**config.mk**
```make
export PLATFORM = sky130hd
export DESIGN_NAME = mbc1_ctrl
export DESIGN_NICKNAME = d
export VERILOG_FILES = /design/src/hw/rtl/mbc1_pkg.sv /design/src/hw/rtl/mbc1_ctrl.sv
export SDC_FILE = /design/constraint.sdc
export NUM_CORES = 1
export LEC_CHECK = 0
export ABC_AREA = 1
export BUFFER_PORTS_ARGS = -buffer_cell sky130_fd_sc_hd__buf_2
export CAP_MARGIN = 20
export CORE_MARGIN = 8
export CORE_UTILIZATION = 36
export DETAILED_ROUTE_END_ITERATION = 10
export GPL_ROUTABILITY_DRIVEN = 1
export GPL_TIMING_DRIVEN = 0
export PLACE_DENSITY = 0.75
export SKIP_LAST_GASP = 1
export SYNTH_ARGS = -nofsm -noshare
export SYNTH_HDL_FRONTEND = slang
export SYNTH_SLANG_ARGS = --single-unit
```
**constraint.sdc**
```tcl
create_clock -name i_clk -period 1 [get_ports i_clk]
set_clock_uncertainty 0.15 [all_clocks]
set_input_delay 0.05 -clock i_clk [delete_from_list [all_inputs] [get_ports i_clk]]
set_output_delay 0.05 -clock i_clk [all_outputs]
set_load 0.02 [all_outputs]
```
**src/hw/rtl/mbc1_pkg.sv**
```systemverilog
// Shared constants and types of the MBC1 bank controller.
package mbc1_pkg;

    localparam int RamBytes     = 8192;
    localparam int RomBankBytes = 16384;
    localparam int RamAw        = $clog2(RamBytes);
    localparam int RomOffW      = $clog2(RomBankBytes);
    localparam int BankW        = 7;
    localparam int RomAddrW     = BankW + RomOffW;

    localparam int Bound2k = (RamBytes < 2048) ? RamBytes : 2048;
    localparam int Bound8k = (RamBytes < 8192) ? RamBytes : 8192;

    localparam logic        OpRead    = 1'b0;
    localparam logic        OpWrite   = 1'b1;
    localparam logic        CfgHasRam = 1'b0;
    localparam logic        CfgRamSz  = 1'b1;
    localparam logic [1:0]  SizeNone  = 2'd0;
    localparam logic [1:0]  Size2k    = 2'd1;
    localparam logic [1:0]  Size8k    = 2'd2;
    localparam logic [3:0]  RamKey    = 4'hA;
    localparam logic [15:0] RamBase   = 16'hA000;
    localparam logic [7:0]  OpenBus   = 8'hFF;

    typedef struct packed {
        logic                ram_rd;
        logic                ram_wr;
        logic [RamAw-1:0]    ram_idx;
        logic                rom_hit;
        logic [RomAddrW-1:0] rom_addr;
    } t_access;

endpackage

```
**src/hw/rtl/mbc1_ctrl.sv**
```systemverilog
// Bank and configuration registers with bus access decode.
module mbc1_ctrl (
    input  logic                 i_clk,
    input  logic                 i_rst_n,
    input  logic                 i_fire,
    input  logic                 i_op,
    input  logic [15:0]          i_address,
    input  logic [7:0]           i_write_data,
    input  logic                 i_cfg_fire,
    input  logic                 i_cfg_index,
    input  logic [1:0]           i_cfg_data,
    output mbc1_pkg::t_access    o_access
);

    logic       r_has_ram, n_has_ram;
    logic [1:0] r_ram_size, n_ram_size;
    logic       r_ram_on, n_ram_on;
    logic [4:0] r_bank_low, n_bank_low;
    logic [1:0] r_bank_high, n_bank_high;
    logic       r_mode, n_mode;

    logic [15:0] ram_off;
    logic [15:0] ram_bound;
    logic        ram_ok;
    logic [mbc1_pkg::BankW-1:0] bank;

    always_comb begin
        unique case (r_ram_size)
            mbc1_pkg::SizeNone: ram_bound = 16'd0;
            mbc1_pkg::Size2k:   ram_bound = 16'(mbc1_pkg::Bound2k);
            default:            ram_bound = 16'(mbc1_pkg::Bound8k);
        endcase
    end

    assign ram_off = i_address - mbc1_pkg::RamBase;
    assign ram_ok  = (i_address[15:13] == 3'b101) && r_has_ram && r_ram_on
                     && (ram_off < ram_bound);
    assign bank    = r_mode ? {2'b00, r_bank_low} : {r_bank_high, r_bank_low};

    always_comb begin
        o_access.ram_rd   = (i_op == mbc1_pkg::OpRead) && ram_ok;
        o_access.ram_wr   = (i_op == mbc1_pkg::OpWrite) && ram_ok;
        o_access.ram_idx  = ram_off[mbc1_pkg::RamAw-1:0];
        o_access.rom_hit  = (i_op == mbc1_pkg::OpRead) && !i_address[15];
        o_access.rom_addr = '0;
        if (o_access.rom_hit) begin
            if (i_address[14]) begin
                o_access.rom_addr = {bank, i_address[mbc1_pkg::RomOffW-1:0]};
            end else begin
                o_access.rom_addr = {{mbc1_pkg::BankW{1'b0}},
                                     i_address[mbc1_pkg::RomOffW-1:0]};
            end
        end
    end

    always_comb begin
        n_has_ram   = r_has_ram;
        n_ram_size  = r_ram_size;
        n_ram_on    = r_ram_on;
        n_bank_low  = r_bank_low;
        n_bank_high = r_bank_high;
        n_mode      = r_mode;
        if (i_cfg_fire) begin
            unique case (i_cfg_index)
                mbc1_pkg::CfgHasRam: n_has_ram  = i_cfg_data[0];
                mbc1_pkg::CfgRamSz:  n_ram_size = i_cfg_data;
                default:             n_has_ram  = r_has_ram;
            endcase
        end
        if (i_fire && (i_op == mbc1_pkg::OpWrite) && !i_address[15]) begin
            unique case (i_address[14:13])
                2'd0: n_ram_on = (i_write_data[3:0] == mbc1_pkg::RamKey);
                2'd1: n_bank_low = (i_write_data[4:0] == 5'd0) ? 5'd1
                                                                : i_write_data[4:0];
                2'd2: n_bank_high = i_write_data[1:0];
                default: n_mode = i_write_data[0];
            endcase
        end
    end

    always_ff @(posedge i_clk) begin
        if (!i_rst_n) begin
            r_has_ram   <= 1'b1;
            r_ram_size  <= mbc1_pkg::Size8k;
            r_ram_on    <= 1'b0;
            r_bank_low  <= 5'd1;
            r_bank_high <= 2'd0;
            r_mode      <= 1'b0;
        end else begin
            r_has_ram   <= n_has_ram;
            r_ram_size  <= n_ram_size;
            r_ram_on    <= n_ram_on;
            r_bank_low  <= n_bank_low;
            r_bank_high <= n_bank_high;
            r_mode      <= n_mode;
        end
    end

endmodule

```
Word level (Yosys, flattened, before mapping)

Index checks and enable logic that the tools add are counted.

Output and inout bits: 37
Register bits after elaboration: 12
Memory bits (read-only): 0
Latch bits: 0
Logic and storage cells: 40
Memories kept: 0
Memory bits (writable): 0

Equal/unequal tests: 5
Reduce and logical (&&, ||, !) cells: 19
Div/mod/pow operators: 0
Multipliers: 0
$add $sub $neg: 1
Order comparisons: 1
Bitwise gates (word level): 3
Muxes and demuxes: 5
Shift-type cells: 0

Operator list:

| operator                                            | count |
|---|---|
| 2-to-1 mux 21 bit                                   | 2 |
| one-hot mux 14 bit (2 select lines)                 | 1 |
| less-than comparator 16 bit                         | 1 |
| subtractor 16 bit, second input constant            | 1 |
| AND reduction 2 bit                                 | 6 |
| logical AND 1 bit                                   | 8 |
| 2-to-1 mux 7 bit                                    | 1 |
| logical NOT 5 bit                                   | 1 |
| 2-to-1 mux 5 bit                                    | 1 |
| equality test 2 x 1 -> 1 bit, second input constant | 2 |
| equality test 4 bit, second input constant          | 1 |
| logical NOT 2 bit                                   | 2 |
| equality test 3 bit, second input constant          | 1 |
| NOT 1 bit                                           | 3 |
| OR reduction 3 bit                                  | 1 |
| equality test 2 bit, second input constant          | 1 |
| logical NOT 1 bit                                   | 1 |

Depth between registers and ports, before layout

Gate-level depths: netlist of run 1.

Word-level depth: 5
Gate-level depth with buffers: 8

Worst setup path before layout of run 1

No wires, ideal clock.

Kind: flip-flop to output port
From: register r_ram_size[1]
To: output o_access[35] (netlist bit)
Setup slack: -269 ps
Cell stages (with the launch flop): 8
Path buffers: 0
Required time: 800 ps
Arrival: 1,069 ps
Cells stage by stage: dfxtp_1 > inv_1 > ha_1 > inv_1 > nand3_1 > nor2_1 > nand2_1 > nor2_1

RTL lines:

| element                  | RTL line        | source |
|---|---|---|
| start: declaration       | mbc1_ctrl.sv:16 | `logic [1:0] r_ram_size, n_ram_size;` |
| start signal: assignment | mbc1_ctrl.sv:84 | `r_ram_size <= mbc1_pkg::Size8k;` |
| start signal: assignment | mbc1_ctrl.sv:91 | `r_ram_size <= n_ram_size;` |
| end: declaration         | mbc1_ctrl.sv:12 | `output mbc1_pkg::t_access o_access` |

==> results of run 1 <==
[flip-flops by register name, indices dropped and copies added (netlist names)]
register / flops
r_bank_high: 2
r_ram_size: 2
r_has_ram: 1
r_mode: 1
r_ram_on: 1
r_bank_low: 5
[cell usage in the layout, fill, tap and decap left out, types with 2 or more instances in the layout]
cell	instances
buf_2	42
buf_4	36
nand2_1	31
inv_1	30
nor2_1	30
dlygate4sd3_1	9
nor2_2	8
buf_6	7
dfxtp_1	7
dfxtp_2	5
ha_1	4
inv_2	3
nand4_1	3
clkbuf_4	3
clkinvlp_4	2
nor4_2	2
nor3_1	2
nor3_2	2
nor2_4	2
nand4_4	2
nand3_1	2
ha_4	2
[metal layers]
| metal | vias to the layer above | track usage [%] |
|---|---|---|
| met5 | - | 0 |
| met4 | 0 | 1.535 |
| met3 | 6 | 3.110 |
| met2 | 25 | 24.38 |
| met1 | 562 | 12.69 |
| li1 | 629 | - |
[cells by family (layout without fill, tap and decap cells)]
group	Yosys count	after routing	synth area share, %
adders and majority gates	6	6	7.752
AOI/OAI and AO/OA	4	4	2.325
and+or+nand+nor	86	87	37.60
buffers and inverters	53	136	27.52
DFF	12	12	24.81
[stage by stage]
stage	utilization (%)	cell area [um^2]	setup TNS (ns)	instances	worst slack, ns
floorplan	-	1020	-1.044	161	-0.1498
global placement	51.97	1384	-5.236	257	-0.5224
detailed placement	51.97	1384	-5.692	257	-0.5363
CTS	59.40	1582	-2.732	275	-0.4864
global route	64.47	1717	-2.495	276	-0.5502
finish	64.47	1717	-2.005	276	-0.4702
[where the power goes]
part           leakage, nW  switching (W)  internal [W]  total, W
logic                0.879       0.000271      0.000228  0.000499
registers           0.0984     0.00000727      0.000495  0.000502
clock network       0.0138       0.000153      0.000139  0.000293
total                0.992       0.000432      0.000862   0.00129
[worst max-delay path: stages (launching register included)]
cell and delay [ns]:
dfxtp_2 0.34, inv_2 0.04, ha_4 0.14, inv_2 0.04
nand3_2 0.05, nor2_2 0.09, nand2_2 0.10, nor2_4 0.09
buf_6 0.12
[layout make-up]
class	count	area, um^2	share of cell area, %
Buffer	16	135.1	7.872
Multi-Input combinational cell	97	578.1	33.67
Sequential cell	12	246.5	14.36
Inverter	37	153.9	8.965
Clock buffer	3	22.52	1.312
Tap cell	31	38.79	2.259
Timing Repair Buffer	80	541.8	31.56
[worst min path at each step]
| stage | to | slack, ns | depth (start not counted) |
|---|---|---|---|
| final | r_mode$_SDFFE_PN0P_ | 0.03 | 4 |
| after global routing | r_mode$_SDFFE_PN0P_ | 0.03 | 4 |
| after detailed placement | r_has_ram$_SDFFE_PN1P_ | 0.14 | 3 |
| after floorplan | o_access[36] | -0.02 | 1 |
| after global placement | r_has_ram$_SDFFE_PN1P_ | 0.13 | 3 |
| after CTS | r_mode$_SDFFE_PN0P_ | 0.04 | 4 |
[what timing repair did]
item                                   CTS  global route
gates cloned                             0             1
pin swaps                                9             8
endpoints found under the hold margin   11             0
hold buffers                            10             0
buffers inserted                         5             5
gates resized for setup                 18            35
setup endpoints to repair               29            32
==> out/metrics.yaml, run 1 <==
yosys:
  yosysWarnings: 0
  synth_top_cell_area_share_pct: 24.81
  synth-seq-cells: 12
  syn_area_um2: 968.4
  yosysTopAreaCell: "dfxtp_1"
  syn_area_per_cell_um2: 6.015
  synth_flop_cell: "dfxtp_1"
  syn_nets: 199
  synth_area_leaders: "dfxtp_1, nor2_1, inv_1, nand2_1, buf_4"
  ys_async_sr_fraction_pct: 0
  synth-edff-count: 0
  seq_area_frac_synth_pct: 24.81
  yosysMostFrequentCell: "nor2_1"
  synthCells: 161
  synthTopCellsByCount: "nor2_1, inv_1, nand2_1"
  synth_cell_type_count: 16
outcome:
  outcome: "complete, but fails checks"
  violations: "setup timing"
grt:
  antenna_found_initial: 0
  grt_pass1_vias: 1040
  grtUsageTotal_pct: 12.20
  grt_pass1_wl_mm: 4.491
  grt_max_degree: 11
  overflow: 0
drt:
  wl_met1_mm: 1.166
  drc_errors: 0
  ant_nets: 0
  first_pass_iters: 4
  routed.top_layer: "met4"
  via_per_inst: 4.428
  first_iter_violations: 33
  met3_length_um: 155
  vias: 1222
  dr_wl_met2_mm: 1.854
  routed_wl_mm: 3.234
  avgRoutedWirePerCell_um: 11.72
critical_path:
  cp-endpoint: "o_access[36]"
  r2r-start: "r_bank_high[1]$_SDFFE_PN0P_"
  reg2reg_slack_ns: 0.13
  path_class: "reg2out"
  reg2regPathDepth: 5
  required_ns: 0.80
  cp_max_fo: 2
  start_kind: "register"
  cp-end-kind: "primary output"
  worst_r2r_endpoint: "r_bank_high[1]$_SDFFE_PN0P_"
  crit_arrival_ns: 1.27
  crit_path_start: "r_ram_size[1]$_SDFFE_PN1P_"
floorplan:
  die-area_mm2: 0.004606
  coreArea_mm2: 0.002663
  row_count: 19
  die_w_um: 67.87
  boundaryPins: 69
  start_util_pct: 36.37
  die_height_um: 67.87
clock_tree:
  htreeDepth: 1
  cts_buffers: 3
  cts_tree: "yes"
  clock_latency_ns: 0.27
  clock-sinks: 12
  clk_pin_slew_ns: 0.07
  clockBufferDepth: 2
  ctsRootBufferMaster: "clkbuf_4"
layout:
  fin_nets: 285
  area_delta_synth_final_pct: 77.26
  diodes: 0
  fill_cells: 253
  drive_above_1_share_pct: 49.80
power_and_ir_drop:
  p_leak_nw: 0.9915
  ir_worst_vdd_mv: 0.7231
  finalPower_w: 0.001294
  powerDensity_mw_per_mm2: 753.5
timing:
  hold_viol: 0
  fin_crit_sh_pct: 147.0
  hold_ws_ns: 0.02827
  relSlewSlack_pct: 85.52
  report.final.slew_viol_count: 0
  setup_slack_ns: -0.4702
  fmax_mhz: 680.2
  period_minus_slack_ns: 1.470
  setup_viol: 9
  tightest_slew_ns: 0.2172
  rsz0062_at_grt: "true"
placement:
  port_buffers: 65
  dp_hpwl_mm: 2.186
  gp_congestion: 0.7155
flow_run:
  maxCapViolations: 0
min_path:
  hp-start: "i_op"
  hold_path.class: "in2reg"
No activity file was read; power rests on OpenSTA's default activity.
==> run 2, diff against run 1 <==
--- a/config.mk
+++ b/config.mk
@@ -8,12 +8,14 @@
 export ABC_AREA = 1
 export BUFFER_PORTS_ARGS = -buffer_cell sky130_fd_sc_hd__buf_2
 export CAP_MARGIN = 20
+export CELL_PAD_IN_SITES_DETAIL_PLACEMENT = 1
+export CELL_PAD_IN_SITES_GLOBAL_PLACEMENT = 1
 export CORE_MARGIN = 8
-export CORE_UTILIZATION = 36
+export CORE_UTILIZATION = 23
 export DETAILED_ROUTE_END_ITERATION = 10
 export GPL_ROUTABILITY_DRIVEN = 1
 export GPL_TIMING_DRIVEN = 0
-export PLACE_DENSITY = 0.75
+export PLACE_DENSITY = 0.76
 export SKIP_LAST_GASP = 1
 export SYNTH_ARGS = -nofsm -noshare
 export SYNTH_HDL_FRONTEND = slang
==> out/metrics.yaml, run 2 (synthesized netlist as in run 1, its figures left out) <==
clock_tree:
  clockBufferDepth: 2
  clock-sinks: 12
  cts_buffers: 3
  clk_pin_slew_ns: 0.05
  ctsRootBufferMaster: "clkbuf_8"
  cts_tree: "yes"
  htreeDepth: 1
  clock_latency_ns: 0.24
critical_path:
  cp-end-kind: "primary output"
  path_class: "reg2out"
  cp_slowest_cell: "dfxtp_2"
  critical-path-top-delay-family: "simple AND/OR/NAND/NOR gates"
  cp_max_fo: 3
  worst_r2r_endpoint: "r_bank_low[4]$_SDFFE_PN0P_"
  reg2regPathDepth: 5
  r2r-start: "r_bank_low[4]$_SDFFE_PN0P_"
  reg2reg_slack_ns: 0.09
  cp.buffers_inverters: 3
  required_ns: 0.80
  crit_path_frequent_cell: "inv_2"
  crit_chain: "inv_2 > ha_4 > inv_2 > nand3_2 > nor2_2 > nand2_2 > nor2_4 > buf_6"
  start_kind: "register"
  slowest_delay_ns: 0.34
  crit_arrival_ns: 1.27
grt:
  top_usage_layer: "met2"
  grtUsageTotal_pct: 10.38
  met1_usage_pct: 9.108
  grtUsageMet2_pct: 21.97
  antenna_found_initial: 0
  overflow: 0
  grt_pass1_wl_mm: 5.520
  grt_max_degree: 11
  grt_pass1_vias: 1251
  grtUsageMet3_pct: 3.201
placement:
  dp_hpwl_mm: 2.799
  port_buffers: 65
  gp_congestion: 0.7132
layout:
  fill_cells: 523
  top_register: "r_bank_low"
  area_delta_synth_final_pct: 84.11
  final_cell_mix: "buf_2, buf_4, nor2_1, nand2_1, inv_1"
  multiInputGateArea_um2: 583.1
  drive_above_1_share_pct: 52.82
  largest_reg_flops: 5
  reg_top3: "r_bank_low (5), r_bank_high (2), r_ram_size (2)"
  fin_nets: 288
  final-seq-area_um2: 249.0
  diodes: 0
  mostFrequentLayoutCell: "buf_2"
timing:
  fin_crit_sh_pct: 146.9
  relSlewSlack_pct: 86.17
  setup_slack_ns: -0.4686
  fmax_mhz: 680.9
  hold_ws_ns: 0.007710
  setup_viol: 15
  hold_viol: 0
  report.final.slew_viol_count: 0
  period_minus_slack_ns: 1.469
  rsz0062_at_grt: "true"
  tightest_slew_ns: 0.2069
flow_run:
  maxCapViolations: 0
floorplan:
  row_count: 23
  boundaryPins: 69
  coreArea_mm2: 0.004029
  die_height_um: 80.89
  start_util_pct: 24.04
  die_w_um: 80.89
  die-area_mm2: 0.006543
drt:
  first_iter_violations: 45
  avgRoutedWirePerCell_um: 13.38
  routed_wl_mm: 3.987
  first_pass_iters: 4
  via_per_inst: 4.238
  drc_errors: 0
  ant_nets: 0
  vias: 1263
power_and_ir_drop:
  p_leak_nw: 1.009
  powerDensity_mw_per_mm2: 818.1
  ir_worst_vdd_mv: 0.5928
  finalPower_w: 0.001459
outcome:
  outcome: "complete, but fails checks"
  violations: "setup timing"
min_path:
  hold_path.class: "in2reg"
  min_to: "r_ram_size[0]$_SDFFE_PN0P_"
  hp-start: "i_cfg_fire"
  whs_path_depth: 3
run 2: cell type report:
class | instances | share of cell area, %
Multi-Input combinational cell | 97 | 32.70
Inverter | 37 | 8.632
Clock buffer | 3 | 2.316
Sequential cell | 12 | 13.96
Tap cell | 50 | 3.509
Timing Repair Buffer | 83 | 31.51
Buffer | 16 | 7.368
run 2: worst max-delay path by stage:
stage / startpoint / to / cells after the start
after floorplan: r_ram_size[1]$_SDFFE_PN1P_ / o_access[35] / 7
after global placement: i_address[14] / o_access[35] / 8
after detailed placement: i_address[14] / o_access[35] / 8
after CTS: r_ram_size[1]$_SDFFE_PN1P_ / o_access[36] / 8
after global routing: r_ram_size[1]$_SDFFE_PN1P_ / o_access[36] / 8
final: r_ram_size[1]$_SDFFE_PN1P_ / o_access[36] / 8
run 2: what timing repair did:
item,4_1_cts,5_1_grt
hold buffers,10,1
setup endpoints to repair,29,33
gates resized for setup,27,31
gates cloned,0,1
hold endpoints to repair,10,1
setup buffers,6,5
pin swaps,9,8
run 2: per-stage QoR:
stage	utilization (%)	area [um^2]	setup WS (ns)	setup TNS (ns)	instances
finish	44.25	1783	-0.4686	-2.501	298
global route	44.25	1783	-0.5510	-3.339	298
CTS	41.02	1653	-0.4836	-1.899	295
detailed placement	34.94	1408	-0.5717	-6.307	276
global placement	34.94	1408	-0.5377	-5.448	276
floorplan	-	1020	-0.1498	-1.044	161
run 2: power by group:
group	internal (W)	switching, W
combinational	0.000232	0.000287
clock	0.000265	0.000170
sequential	0.000497	0.00000860
run 2: per-layer routing:
metal | vias to the layer above | wire (um)
met5 | - | 0
met4 | 0 | 97
met3 | 13 | 217
met2 | 36 | 2257
met1 | 574 | 1414
li1 | 640 | -
run 2: worst register-to-register path, stage by stage (launching register included):
cell	delay, ns
dfxtp_2	0.32
inv_2	0.04
buf_4	0.12
nand2_1	0.06
nand2_1	0.05
nor2_1	0.10
==> run 3, diff against run 2 <==
--- a/config.mk
+++ b/config.mk
@@ -6,16 +6,17 @@
 export NUM_CORES = 1
 export LEC_CHECK = 0
 export ABC_AREA = 1
-export BUFFER_PORTS_ARGS = -buffer_cell sky130_fd_sc_hd__buf_2
 export CAP_MARGIN = 20
 export CELL_PAD_IN_SITES_DETAIL_PLACEMENT = 1
 export CELL_PAD_IN_SITES_GLOBAL_PLACEMENT = 1
 export CORE_MARGIN = 8
-export CORE_UTILIZATION = 23
+export CORE_UTILIZATION = 34
 export DETAILED_ROUTE_END_ITERATION = 10
+export DONT_BUFFER_PORTS = 1
 export GPL_ROUTABILITY_DRIVEN = 1
 export GPL_TIMING_DRIVEN = 0
-export PLACE_DENSITY = 0.76
+export PLACE_DENSITY = 0.72
+export SETUP_SLACK_MARGIN = 0.15
 export SKIP_LAST_GASP = 1
 export SYNTH_ARGS = -nofsm -noshare
 export SYNTH_HDL_FRONTEND = slang
==> out/metrics.yaml, run 3 (synthesized netlist as in run 1, its figures left out) <==
power_and_ir_drop:
  power_switching_w: 0.0004418
  power.share.clock_pct: 30.0
  internal_power_w: 0.0009004
  p_comb_share_pct: 32.5
  powerDensity_mw_per_mm2: 899.9
  p_leak_nw: 0.7821
  p_sw_share_pct: 32.92
  ir_worst_vdd_mv: 0.6415
  seq_power_share_pct: 37.5
layout:
  largest_reg_flops: 5
  fin_nets: 224
  final_cell_mix: "nand2_1, inv_1, nor2_1, buf_4, nor2_4"
  design_area_mm2: 0.001491
  top_register: "r_bank_low"
  diodes: 0
  mostFrequentLayoutCell: "nand2_1"
  area_delta_synth_final_pct: 54.01
  fin_cells: 216
  drive_above_1_share_pct: 40.00
  reg_top3: "r_bank_low (5), r_bank_high (2), r_ram_size (2)"
placement:
  placed_area_mm2: 0.001140
  gp_congestion: 0.7764
  port_buffers: 0
  dp.cells: 192
  dp_hpwl_mm: 2.405
drt:
  via_per_inst: 4.727
  avgRoutedWirePerCell_um: 15.11
  first_iter_violations: 14
  drc_errors: 0
  first_pass_iters: 2
  routed_wl_mm: 3.263
  vias: 1021
  ant_nets: 0
clock_tree:
  ctsRootBufferMaster: "clkbuf_4"
  htreeDepth: 1
  clockBufferDepth: 2
  clock-sinks: 12
  cts_buffers: 3
  cts_tree: "yes"
  clk_pin_slew_ns: 0.08
  clock_latency_ns: 0.29
  ctsHoldBuffers: 10
critical_path:
  crit_arrival_ns: 1.24
  cp_max_fo: 2
  cp.buffers_inverters: 2
  crit_path_frequent_cell: "inv_2"
  start_kind: "register"
  critical-path-top-delay-family: "simple AND/OR/NAND/NOR gates"
  path_class: "reg2out"
  slowest_delay_ns: 0.34
  required_ns: 0.80
  cp_slowest_cell: "dfxtp_2"
  cp-end-kind: "primary output"
  crit_chain: "inv_2 > ha_4 > inv_2 > nand3_2 > nor2_2 > nand2_2 > nor2_4"
grt:
  antenna_found_initial: 0
  overflow: 0
  grt_pass1_vias: 1036
  grtUsageTotal_pct: 12.77
  grt_pass1_wl_mm: 5.016
  grt_max_degree: 11
timing:
  setup_slack_ns: -0.4442
  relSlewSlack_pct: 54.86
  hold_ws_ns: -0.1089
  tightest_slew_ns: 0.6719
  rsz0062_at_grt: "true"
  fin_crit_sh_pct: 144.4
  hold_viol: 9
  period_minus_slack_ns: 1.444
  report.final.slew_viol_count: 0
  fmax_mhz: 692.4
  setup_viol: 9
floorplan:
  start_util_pct: 35.42
  boundaryPins: 69
  die-area_mm2: 0.004812
  row_count: 19
  die_w_um: 69.37
  coreArea_mm2: 0.002734
  die_height_um: 69.37
outcome:
  outcome: "complete, but fails checks"
  violations: "hold timing, setup timing"
min_path:
  hold_path.class: "in2reg"
flow_run:
  maxCapViolations: 0
[run 3: cell types whose count changed in the layout (fill, tap and decap cells not counted), sizes merged]
cell / before / now
nand4: 5 / 4
dlymetal6s4s: 0 / 8
dlygate4sd3: 10 / 2
clkinvlp: 2 / 5
buf: 89 / 25
clkbuf: 3 / 5
inv: 35 / 32
[run 3: power groups by stage]
| stage | combinational [W] | sequential [W] | clock [W] |
|---|---|---|---|
| after floorplan | 0.000275 | 0.000511 | 0 |
| after global placement | 0.000304 | 0.000513 | 0 |
| after detailed placement | 0.000314 | 0.000514 | 0 |
| after CTS | 0.000386 | 0.000502 | 0.000422 |
| after global routing | 0.000473 | 0.000505 | 0.000440 |
| final | 0.000437 | 0.000503 | 0.000403 |
[run 3: final cells by class]
type                       instances  area [um^2]
fill                             338         1242
multi-input combinational         96        653.1
sequential                        12        245.2
timing repair buffer              20        216.5
inverter                          37        157.7
buffer                            16        143.9
tap                               31        38.79
clock buffer                       4        36.28
[run 3: worst register-to-register path, delay by kind of cell, from the launching register on]
kind / cells / cell delay, ns
buf+inv: 1 / 0.13
simple gates: 1 / 0.06
flops: 1 / 0.33
compound gates: 1 / 0.08
[run 3: stage by stage]
stage / worst slack [ns] / hold WS [ns] / power (W) / TNS [ns] / util (%)
floorplan: -0.1498 / -0.01764 / 0.0007862 / -0.8635 / -
global placement: -0.2935 / -0.01312 / 0.0008167 / -2.738 / 41.69
detailed placement: -0.3174 / -0.01360 / 0.0008275 / -3.265 / 41.69
CTS: -0.4702 / -0.1416 / 0.001310 / -3.557 / 49.61
global route: -0.5518 / -0.09791 / 0.001417 / -4.008 / 54.55
finish: -0.4442 / -0.1089 / 0.001342 / -3.298 / 54.55
[run 3: final timing paths]
| path | startpoint | end | slack, ns | depth (start not counted) |
|---|---|---|---|---|
| max | r_ram_size[1]$_SDFFE_PN1P_ | o_access[35] | -0.44 | 7 |
| min | i_op | r_bank_low[0]$_SDFFE_PN1P_ | -0.11 | 3 |
| max reg2reg | r_ram_size[1]$_SDFFE_PN1P_ | r_ram_size[1]$_SDFFE_PN1P_ | 0.14 | 3 |
| min reg2reg | r_ram_size[0]$_SDFFE_PN0P_ | r_ram_size[0]$_SDFFE_PN0P_ | 0.31 | 2 |
[run 3: timing repair]
action                                 in CTS  in global routing
endpoints found under the hold margin      13                 10
pin swaps                                   4                  4
setup endpoints to repair                  29                 36
buffers inserted                            2                  6
gates resized for setup                    16                 23
gates cloned                                0                  2
[run 3: metal layers]
| layer | track usage, % | part of all wire [%] |
|---|---|---|
| met4 | 6.150 | 2.0 |
| met1 | 11.73 | 36 |
| met2 | 22.85 | 51 |
| met5 | 0 | 0 |
| met3 | 6.295 | 11 |
